## src/hw/rtl/sgfb_pkg.sv

```systemverilog
// Shared types, constants and the sigmoid table generator for the sigmoid forward/backward block.
`timescale 1ns / 1ps

package sgfb_pkg;

   // Field widths of one item.
   localparam int X_W    = 16;
   localparam int GRAD_W = 16;
   localparam int Y_W    = 17;
   localparam int S_W    = 16;

   // One in Q1.15, the upper bound of the sigmoid value.
   localparam logic [S_W-1:0] S_ONE = 16'h8000;

   // Gradient product: s*(1-s) fits 29 bits, times |grad| fits 45 bits.
   localparam int DS_W       = 29;
   localparam int AG_W       = 16;
   localparam int P_W        = DS_W + AG_W;
   localparam int GRAD_SHIFT = 30;

   // Mode codes.
   localparam logic MODE_FORWARD  = 1'b0;
   localparam logic MODE_BACKWARD = 1'b1;

   // Sideband that travels alongside the sigmoid pipeline.
   typedef struct packed {
      logic                     mode;
      logic                     last;
      logic signed [GRAD_W-1:0] grad;
   } side_type;

   // Restoring long division, used only while the table is built at elaboration.
   function automatic logic [63:0] udiv64(input logic [63:0] num, input logic [63:0] den);
      logic [63:0] quo;
      logic [64:0] rem;
      quo = '0;
      rem = '0;
      for (int b = 63; b >= 0; b--) begin
         rem = {rem[63:0], num[b]};
         if (rem >= {1'b0, den}) begin
            rem    = rem - {1'b0, den};
            quo[b] = 1'b1;
         end
      end
      return quo;
   endfunction

   // Table point k: round(32768 * sigmoid(8*k/segs)), evaluated at elaboration.
   // e^t is a truncated Taylor sum in Q32.
   function automatic logic [S_W-1:0] rom_entry(input int unsigned k, input int unsigned segs);
      logic [63:0] one;
      logic [63:0] term;
      logic [63:0] e;
      logic [63:0] d;
      logic [63:0] q;
      int unsigned n;
      one  = 64'd1 << 32;
      term = one;
      e    = one;
      for (n = 1; n < 400 && term != 64'd0; n++) begin
         term = udiv64(term * 64'(8 * k), 64'(segs) * 64'(n));
         e    = e + term;
      end
      d = e + one;
      q = udiv64((e << 16) + d, d << 1);
      return S_W'(q);
   endfunction

endpackage

```

## src/hw/rtl/sgfb_sigmoid.sv

```systemverilog
// Five-stage sigmoid pipeline: absolute value, scaling, table lookup, interpolation, sign fold.
`timescale 1ns / 1ps

module sgfb_sigmoid #(
   parameter int TABLE_SEGMENTS = 64,
   parameter int FRAC_BITS      = 12
) (
   input  logic                                clock,
   input  logic                                reset,
   input  logic                                advance,
   input  logic                                in_valid,
   input  logic signed [sgfb_pkg::X_W-1:0]     in_x,
   input  sgfb_pkg::side_type                  in_side,
   output logic                                out_valid,
   output logic [sgfb_pkg::S_W-1:0]            out_s,
   output sgfb_pkg::side_type                  out_side
);
   import sgfb_pkg::*;

   localparam int STAGES = 5;
   localparam int SH     = FRAC_BITS + 3;
   localparam int TAB_W  = $clog2(TABLE_SEGMENTS + 1);
   localparam int POS_W  = (X_W + TAB_W > SH + 1) ? X_W + TAB_W : SH + 1;
   localparam int PROD_W = S_W + SH;
   localparam int unsigned RANGE = 1 << SH;
   localparam logic [PROD_W-1:0] HALF = PROD_W'(1) << (SH - 1);

   // Constant sigmoid table over 0 <= |x| <= 8.
   logic [S_W-1:0] rom_tbl [TABLE_SEGMENTS+1];

   for (genvar k = 0; k <= TABLE_SEGMENTS; k++) begin : g_rom
      localparam logic [S_W-1:0] ENTRY = rom_entry(k, TABLE_SEGMENTS);
      assign rom_tbl[k] = ENTRY;
   end

   logic [STAGES-1:0] vld_ff;
   side_type          side_ff [STAGES];

   // Valid bits move with the data whenever the pipeline advances.
   always_ff @(posedge clock) begin
      if (reset) begin
         vld_ff <= '0;
      end else if (advance) begin
         vld_ff <= {vld_ff[STAGES-2:0], in_valid};
      end
   end

   // Sideband shift line.
   always_ff @(posedge clock) begin
      if (advance) begin
         side_ff[0] <= in_side;
         for (int k = 1; k < STAGES; k++) begin
            side_ff[k] <= side_ff[k-1];
         end
      end
   end

   // Stage 1: magnitude of x and the saturation test.
   logic [X_W-1:0] a1_in;
   logic           sat1_in;
   logic [X_W-1:0] a1_ff;
   logic           neg1_ff;
   logic           sat1_ff;

   assign a1_in   = in_x[X_W-1] ? X_W'(-in_x) : X_W'(in_x);
   assign sat1_in = {16'd0, a1_in} >= 32'(RANGE);

   always_ff @(posedge clock) begin
      if (advance) begin
         a1_ff   <= a1_in;
         neg1_ff <= in_x[X_W-1];
         sat1_ff <= sat1_in;
      end
   end

   // Stage 2: scale the magnitude onto the table grid.
   logic [POS_W-1:0] pos2_in;
   logic [POS_W-1:0] pos2_ff;
   logic             neg2_ff;
   logic             sat2_ff;

   assign pos2_in = POS_W'(a1_ff) * POS_W'(TABLE_SEGMENTS);

   always_ff @(posedge clock) begin
      if (advance) begin
         pos2_ff <= pos2_in;
         neg2_ff <= neg1_ff;
         sat2_ff <= sat1_ff;
      end
   end

   // Stage 3: split into segment index and remainder, read both end points.
   logic [TAB_W-1:0] idx3;
   logic [TAB_W-1:0] idx3_next;
   logic [SH-1:0]    r3_in;
   logic [S_W-1:0]   lo3_ff;
   logic [S_W-1:0]   hi3_ff;
   logic [SH-1:0]    r3_ff;
   logic             neg3_ff;
   logic             sat3_ff;

   assign idx3      = sat2_ff ? TAB_W'(TABLE_SEGMENTS - 1) : TAB_W'(pos2_ff >> SH);
   assign idx3_next = TAB_W'(idx3 + 1'b1);
   assign r3_in     = sat2_ff ? '0 : pos2_ff[SH-1:0];

   always_ff @(posedge clock) begin
      if (advance) begin
         lo3_ff  <= rom_tbl[idx3];
         hi3_ff  <= rom_tbl[idx3_next];
         r3_ff   <= r3_in;
         neg3_ff <= neg2_ff;
         sat3_ff <= sat2_ff;
      end
   end

   // Stage 4: slope times remainder. The table rises, so the slope is never negative.
   logic [PROD_W-1:0] prod4_in;
   logic [PROD_W-1:0] prod4_ff;
   logic [S_W-1:0]    lo4_ff;
   logic [S_W-1:0]    hi4_ff;
   logic              neg4_ff;
   logic              sat4_ff;

   assign prod4_in = PROD_W'(hi3_ff - lo3_ff) * PROD_W'(r3_ff);

   always_ff @(posedge clock) begin
      if (advance) begin
         prod4_ff <= prod4_in;
         lo4_ff   <= lo3_ff;
         hi4_ff   <= hi3_ff;
         neg4_ff  <= neg3_ff;
         sat4_ff  <= sat3_ff;
      end
   end

   // Stage 5: round the interpolation half up and mirror for negative x.
   logic [PROD_W-1:0] step5;
   logic [S_W-1:0]    v5;
   logic [S_W-1:0]    s5_in;
   logic [S_W-1:0]    s5_ff;

   assign step5 = (prod4_ff + HALF) >> SH;
   assign v5    = sat4_ff ? hi4_ff : S_W'(lo4_ff + S_W'(step5));
   assign s5_in = neg4_ff ? S_W'(S_ONE - v5) : v5;

   always_ff @(posedge clock) begin
      if (advance) begin
         s5_ff <= s5_in;
      end
   end

   assign out_valid = vld_ff[STAGES-1];
   assign out_s     = s5_ff;
   assign out_side  = side_ff[STAGES-1];

endmodule

```

## src/hw/rtl/sigmoid_forward_backward.sv

```systemverilog
// Top level: streaming logistic sigmoid (mode 0) and its gradient product (mode 1).
`timescale 1ns / 1ps

// Takes one item per clock unless the output stalls and returns one result per item, in order.
// The pipeline holds eight registers: five stages for the table lookup and interpolation of the
// sigmoid, two multiplier stages for s*(1-s)*grad and the output register. Sigmoid is a linear
// interpolation over TABLE_SEGMENTS+1 table points on |x| in 0..8, saturating beyond; x and grad
// are signed Q(FRAC_BITS). Mode 0 returns s in Q1.15 (0..32768); mode 1 returns s*(1-s)*grad in
// Q(FRAC_BITS), rounded half away from zero and saturated to 16 bits. A result that waits at the
// output stalls the whole pipeline; no item is lost or repeated. The last flag passes through
// unchanged.
module sigmoid_forward_backward #(
   parameter int TABLE_SEGMENTS = 64,
   parameter int FRAC_BITS      = 12
) (
   input  logic        clock,
   input  logic        reset,
   input  logic        req_tvalid,
   output logic        req_tready,
   input  logic [31:0] req_tdata,   // x [15:0], grad [31:16]
   input  logic        req_tuser,   // mode [0]
   input  logic        req_tlast,
   output logic        rsp_tvalid,
   input  logic        rsp_tready,
   output logic [23:0] rsp_tdata,   // y [16:0], zero [23:17]
   output logic        rsp_tlast
);
   import sgfb_pkg::*;

   // The pipeline moves whenever the output register is empty or being taken.
   logic advance;
   logic rsp_tvalid_ff;

   assign advance    = !rsp_tvalid_ff || rsp_tready;
   assign req_tready = advance;

   // Sigmoid stages.
   side_type       req_side;
   logic           sig_valid;
   logic [S_W-1:0] sig_s;
   side_type       sig_side;

   assign req_side.mode = req_tuser;
   assign req_side.last = req_tlast;
   assign req_side.grad = req_tdata[31:16];

   sgfb_sigmoid #(
      .TABLE_SEGMENTS (TABLE_SEGMENTS),
      .FRAC_BITS      (FRAC_BITS)
   ) u_sigmoid (
      .clock     (clock),
      .reset     (reset),
      .advance   (advance),
      .in_valid  (req_tvalid),
      .in_x      (req_tdata[15:0]),
      .in_side   (req_side),
      .out_valid (sig_valid),
      .out_s     (sig_s),
      .out_side  (sig_side)
   );

   // Stage 6: s*(1-s) and the magnitude and sign of the gradient.
   logic [DS_W-1:0] ds6_in;
   logic [AG_W-1:0] ag6_in;
   logic            vld6_ff;
   logic [DS_W-1:0] ds6_ff;
   logic [AG_W-1:0] ag6_ff;
   logic            gneg6_ff;
   logic [S_W-1:0]  s6_ff;
   logic            mode6_ff;
   logic            last6_ff;

   assign ds6_in = DS_W'(sig_s) * DS_W'(S_ONE - sig_s);
   assign ag6_in = sig_side.grad[GRAD_W-1] ? AG_W'(-sig_side.grad) : AG_W'(sig_side.grad);

   always_ff @(posedge clock) begin
      if (advance) begin
         ds6_ff   <= ds6_in;
         ag6_ff   <= ag6_in;
         gneg6_ff <= sig_side.grad[GRAD_W-1];
         s6_ff    <= sig_s;
         mode6_ff <= sig_side.mode;
         last6_ff <= sig_side.last;
      end
   end

   // Stage 7: full gradient product magnitude.
   logic [P_W-1:0] p7_in;
   logic           vld7_ff;
   logic [P_W-1:0] p7_ff;
   logic           gneg7_ff;
   logic [S_W-1:0] s7_ff;
   logic           mode7_ff;
   logic           last7_ff;

   assign p7_in = P_W'(ds6_ff) * P_W'(ag6_ff);

   always_ff @(posedge clock) begin
      if (advance) begin
         p7_ff    <= p7_in;
         gneg7_ff <= gneg6_ff;
         s7_ff    <= s6_ff;
         mode7_ff <= mode6_ff;
         last7_ff <= last6_ff;
      end
   end

   // Stage 8: round half away from zero, apply the sign, saturate, select by mode.
   logic [P_W-1:0] rnd8;
   logic [P_W-GRAD_SHIFT-1:0] m8;
   logic signed [Y_W-1:0] grad_y8;
   logic [Y_W-1:0]   y8_in;
   logic [Y_W-1:0]   rsp_y_ff;
   logic             rsp_last_ff;
   logic             rsp_mode_ff;

   assign rnd8 = p7_ff + (P_W'(1) << (GRAD_SHIFT - 1));
   assign m8   = rnd8[P_W-1:GRAD_SHIFT];

   always_comb begin
      if (!gneg7_ff) begin
         grad_y8 = (m8 > 15'd32767) ? 17'sd32767 : Y_W'(m8);
      end else begin
         grad_y8 = (m8 > 15'd32767) ? -17'sd32768 : -$signed(Y_W'(m8));
      end
   end

   assign y8_in = (mode7_ff == MODE_BACKWARD) ? Y_W'(grad_y8) : Y_W'(s7_ff);

   always_ff @(posedge clock) begin
      if (advance) begin
         rsp_y_ff    <= y8_in;
         rsp_last_ff <= last7_ff;
         rsp_mode_ff <= mode7_ff;
      end
   end

   // Valid bits of the gradient stages and the output register.
   always_ff @(posedge clock) begin
      if (reset) begin
         vld6_ff       <= 1'b0;
         vld7_ff       <= 1'b0;
         rsp_tvalid_ff <= 1'b0;
      end else if (advance) begin
         vld6_ff       <= sig_valid;
         vld7_ff       <= vld6_ff;
         rsp_tvalid_ff <= vld7_ff;
      end
   end

   assign rsp_tvalid = rsp_tvalid_ff;
   assign rsp_tdata  = {7'd0, rsp_y_ff};
   assign rsp_tlast  = rsp_last_ff;

`ifndef NO_ASSERTIONS
   // A forward result is a sigmoid value in 0..1.
   a_forward_range: assert property (@(posedge clock) disable iff (reset)
      rsp_tvalid_ff && (rsp_mode_ff == MODE_FORWARD) |->
         (rsp_y_ff[Y_W-1] == 1'b0) && (rsp_y_ff[S_W-1:0] <= S_ONE))
      else $error("forward result outside 0..1");

   // The interpolated sigmoid never reaches either end of its range.
   a_sigmoid_open: assert property (@(posedge clock) disable iff (reset)
      sig_valid |-> (sig_s != '0) && (sig_s < S_ONE))
      else $error("sigmoid value reached 0 or 1");

   // While the output waits, the items inside the pipeline stay where they are.
   a_stall_holds: assert property (@(posedge clock) disable iff (reset)
      !advance |=> $stable(vld7_ff) && $stable(vld6_ff) && $stable(p7_ff))
      else $error("pipeline moved during a stall");
`endif

endmodule
```

## config.mk

```make
export PLATFORM = sky130hd
export DESIGN_NAME = sigmoid_forward_backward
export DESIGN_NICKNAME = d
export VERILOG_FILES = /design/src/hw/rtl/sgfb_pkg.sv /design/src/hw/rtl/sgfb_sigmoid.sv /design/src/hw/rtl/sigmoid_forward_backward.sv
export SDC_FILE = /design/constraint.sdc
export NUM_CORES = 2
export LEC_CHECK = 0
export ABC_AREA = 1
export BUFFER_PORTS_ARGS = -buffer_cell sky130_fd_sc_hd__buf_2
export CAP_MARGIN = 25
export CORE_MARGIN = 2
export CORE_UTILIZATION = 55
export CTS_CLUSTER_DIAMETER = 80
export DETAILED_ROUTE_END_ITERATION = 7
export PLACE_DENSITY = 0.74
export SLEW_MARGIN = 20
export SYNTH_ARGS = -nofsm -noshare
export SYNTH_HDL_FRONTEND = slang
export SYNTH_SLANG_ARGS = --single-unit
```

## constraint.sdc

```tcl
create_clock -name clock -period 12.55 [get_ports clock]
set_input_delay 2.51 -clock clock [delete_from_list [all_inputs] [get_ports clock]]
set_output_delay 2.51 -clock clock [all_outputs]
set_load 0.005 [all_outputs]
```

==> results.tsv <==
metric	value	unit
drt total wl	111	mm
final slew viol count	0	
max frequency	128	MHz
R2R depth	29	
TNS Setup	0	ns
vias in the first global route	35400	
clock sink count	352	
synthesized area	0.0453	sq mm
Tmin final	7.83	ns
Hold Crit Depth	0	
Worst setup EP type	flip-flop	
Worst slew margin	27.7	%
Req. time, crit path	12.89	ns
share of layout cells above drive strength 1	4.56	%
H-Tree Depth	2	
outcome	complete, but fails checks	
hold_buf cts	0	
Clock Path Buffers	3	
DR DRC count	2	
CP Data Arrival Time	8.17	ns
drt wl/cell	17.6	microns
dpl hpwl	86.8	mm
synthesis-to-finish area growth	5.95	%
post-CTS setup buffer count	0	
Final Cycle Share	62.4	%
Syn. warnings	0	
Die W	291	microns
# fillers	7133	
critical path type	flip-flop to flip-flop	
final hold vios	0	
Root Buffer	clkbuf_16	
largest net degree at the start of global routing	118	
RSZ-0062 raised after global routing	no	
r2r startpoint	u_sigmoid.out_s[1]	
area of the multi-input gates	0.0292	sq mm
Die Y	291	microns
post-synth cell types	66	
global-route total usage across every layer	27.0	%
HP Class	flip-flop to flip-flop	
I/O pin count	65	
First-pass DRT Iterations	8	
ANT nets after route	0	
Hold EP	u_sigmoid.side_ff[0][86]	
port bufs	57	
Syn Inst Count	5274	
area fraction of the dominant cell type after synthesis	31.0	%
total grt overflow	0	
most common cell in the synthesized netlist	inv_1	
Clock Pin Slew Worst Setup and Hold Paths	0.06	ns
flop2flop setup slack	4.72	ns
failing checks	DRC	
RD Place Congestion	0.962	
worst clock skew	0.0236	ns
slowest stage delay, CP	0.62	ns
Async SR Flop Fraction	0	%
row cnt	105	
core area	0.0818	sq mm
reg-to-reg endpoint	ds6_ff[26]	
syn avg cell area	8.60	sq um
Post-synth top flop	edfxtp_1	
Final setup viols	0	
via count	34200	
CTS resizes	0	
Die ar.	0.0848	sq mm
most frequent cells after synthesis	1278 x inv_1, 1166 x nand2_1, 703 x fa_1	
Via density	5.39	
number of synthesized flops with an enable pin	344	
Skew-Pair Late Insertion Delay	0.60	ns
startpoint types	flip-flop	
Max Cap Viol	0	
effective utilization at floorplan	55.4	%
Synth area leaders	fa_1 31%, edfxtp_1 23%, inv_1 11%	
Max stage delay cell, worst path	edfxtp_1	
first-pass GRT wire length	182	mm
Initial DRC Count	2608	
maximum fanout along the worst path	12	
worst hold start	u_sigmoid.side_ff[0][68]	
leading area contributor after synthesis	fa_1	
Final #Nets	6278	
FF+latch area	0.0105	sq mm
antenna violations before repair	1	
CP dominant cell by count	inv_1	
TritonCTS clock tree	yes	
Inserted Clock Buffers	43	
antenna cells	0	
actual slew at the worst max-slew pin	1.08	ns
register area share after synthesis	23.1	%
number of synthesized register bits	352	
-- worst max path at each step --
stage / slack (ns) / endpoint / startpoint
6_report: 4.72 / ds6_ff[26] / u_sigmoid.out_s[1]
2_1_floorplan: 0.38 / ag6_ff[0] / rsp_tready
5_1_grt: 4.21 / ds6_ff[27] / u_sigmoid.out_s[1]
3_3_place_gp: 4.97 / ds6_ff[26] / u_sigmoid.out_s[1]
3_5_place_dp: 4.80 / ds6_ff[26] / u_sigmoid.out_s[1]
4_1_cts: 4.79 / ds6_ff[27] / u_sigmoid.out_s[1]
-- area by class of cell --
| class | instances | share of cell area, % |
|---|---|---|
| clock inverter | 31 | 0.844 |
| tap | 1070 | 2.79 |
| inverter | 1302 | 10.2 |
| sequential | 352 | 21.8 |
| timing repair buffer | 95 | 1.24 |
| clock buffer | 46 | 2.26 |
| multi-input combinational | 3439 | 60.8 |
-- routing by layer --
metal | GRT usage, % | share of wire, % | up-vias
met3 | 3.92 | 7.0 | 284
met2 | 45.5 | 49 | 1327
met1 | 35.4 | 41 | 16700
li1 | - | - | 15800
met4 | 10.0 | 3.8 | 2
met5 | 0 | 0.012 | -
-- kinds of logic (layout without fill, tap and decap cells) --
family | after synthesis | after routing | share of synthesized area [%]
AND/OR/NAND/NOR | 1843 | 1843 | 16.5
buffers and inverters | 1489 | 1474 | 12.5
adder cells (fa/ha/maj) | 1007 | 1007 | 39.4
AO/OA/AOI/OAI | 436 | 436 | 5.58
flip-flops | 352 | 352 | 23.1
XOR/XNOR | 146 | 146 | 2.89
other | 1 | 7 | 0.00827
-- worst max-delay path: cells and delay by family (launching register included) --
family / cells / cell delay (ns)
buffers and inverters: 7 / 1.09
adders and majority gates: 9 / 3.99
AOI/OAI and AO/OA: 4 / 0.70
DFF: 1 / 0.62
and+or+nand+nor: 8 / 1.10
xor gates and xnor gates: 1 / 0.09
-- registers in the layout, summed over array words and instances (netlist names), 15 cells and up --
signal              cells
rsp_y_ff               17
u_sigmoid.prod4_ff     17
ag6_ff                 16
u_sigmoid.a1_ff        16
u_sigmoid.side_ff      90
p7_ff                  16
s6_ff                  15
s7_ff                  16
u_sigmoid.pos2_ff      16
ds6_ff                 29
u_sigmoid.out_s        16
-- through the flow --
step	area [sq um]	std cells	util [%]	hold WS [ns]	setup slack [ns]
floorplan	45400	5280	-	0.400	0.385
global placement	46500	6257	56.8	0.400	4.97
detailed placement	46500	6257	56.8	0.405	4.80
CTS	48000	6334	58.7	0.413	4.79
global route	48000	6335	58.7	0.419	4.21
finish	48000	6335	58.7	0.408	4.72
-- placed cells by master, fill, tap and decap left out, types with 9 or more instances in the layout --
cell type and count:
inv_1 1278, nand2_1 1166, fa_1 703, nor2_1 412, edfxtp_1 344, ha_1 304, a21oi_1 158, o21ai_0 135
nand3_1 113, xor2_1 90, buf_2 57, xnor2_1 53, nor3_1 46, clkbuf_16 43, buf_4 36, nand4_1 35
or2_2 24, o21ai_1 17, a31oi_1 16, inv_2 15, o211ai_1 14, a21o_1 13, o31ai_1 13, nor4_1 11
clkinv_1 9, a221oi_1 9, nand3b_1 9
Power is not shown: default switching activity piles up to over one toggle a cycle in this logic, so the estimate is an artifact.
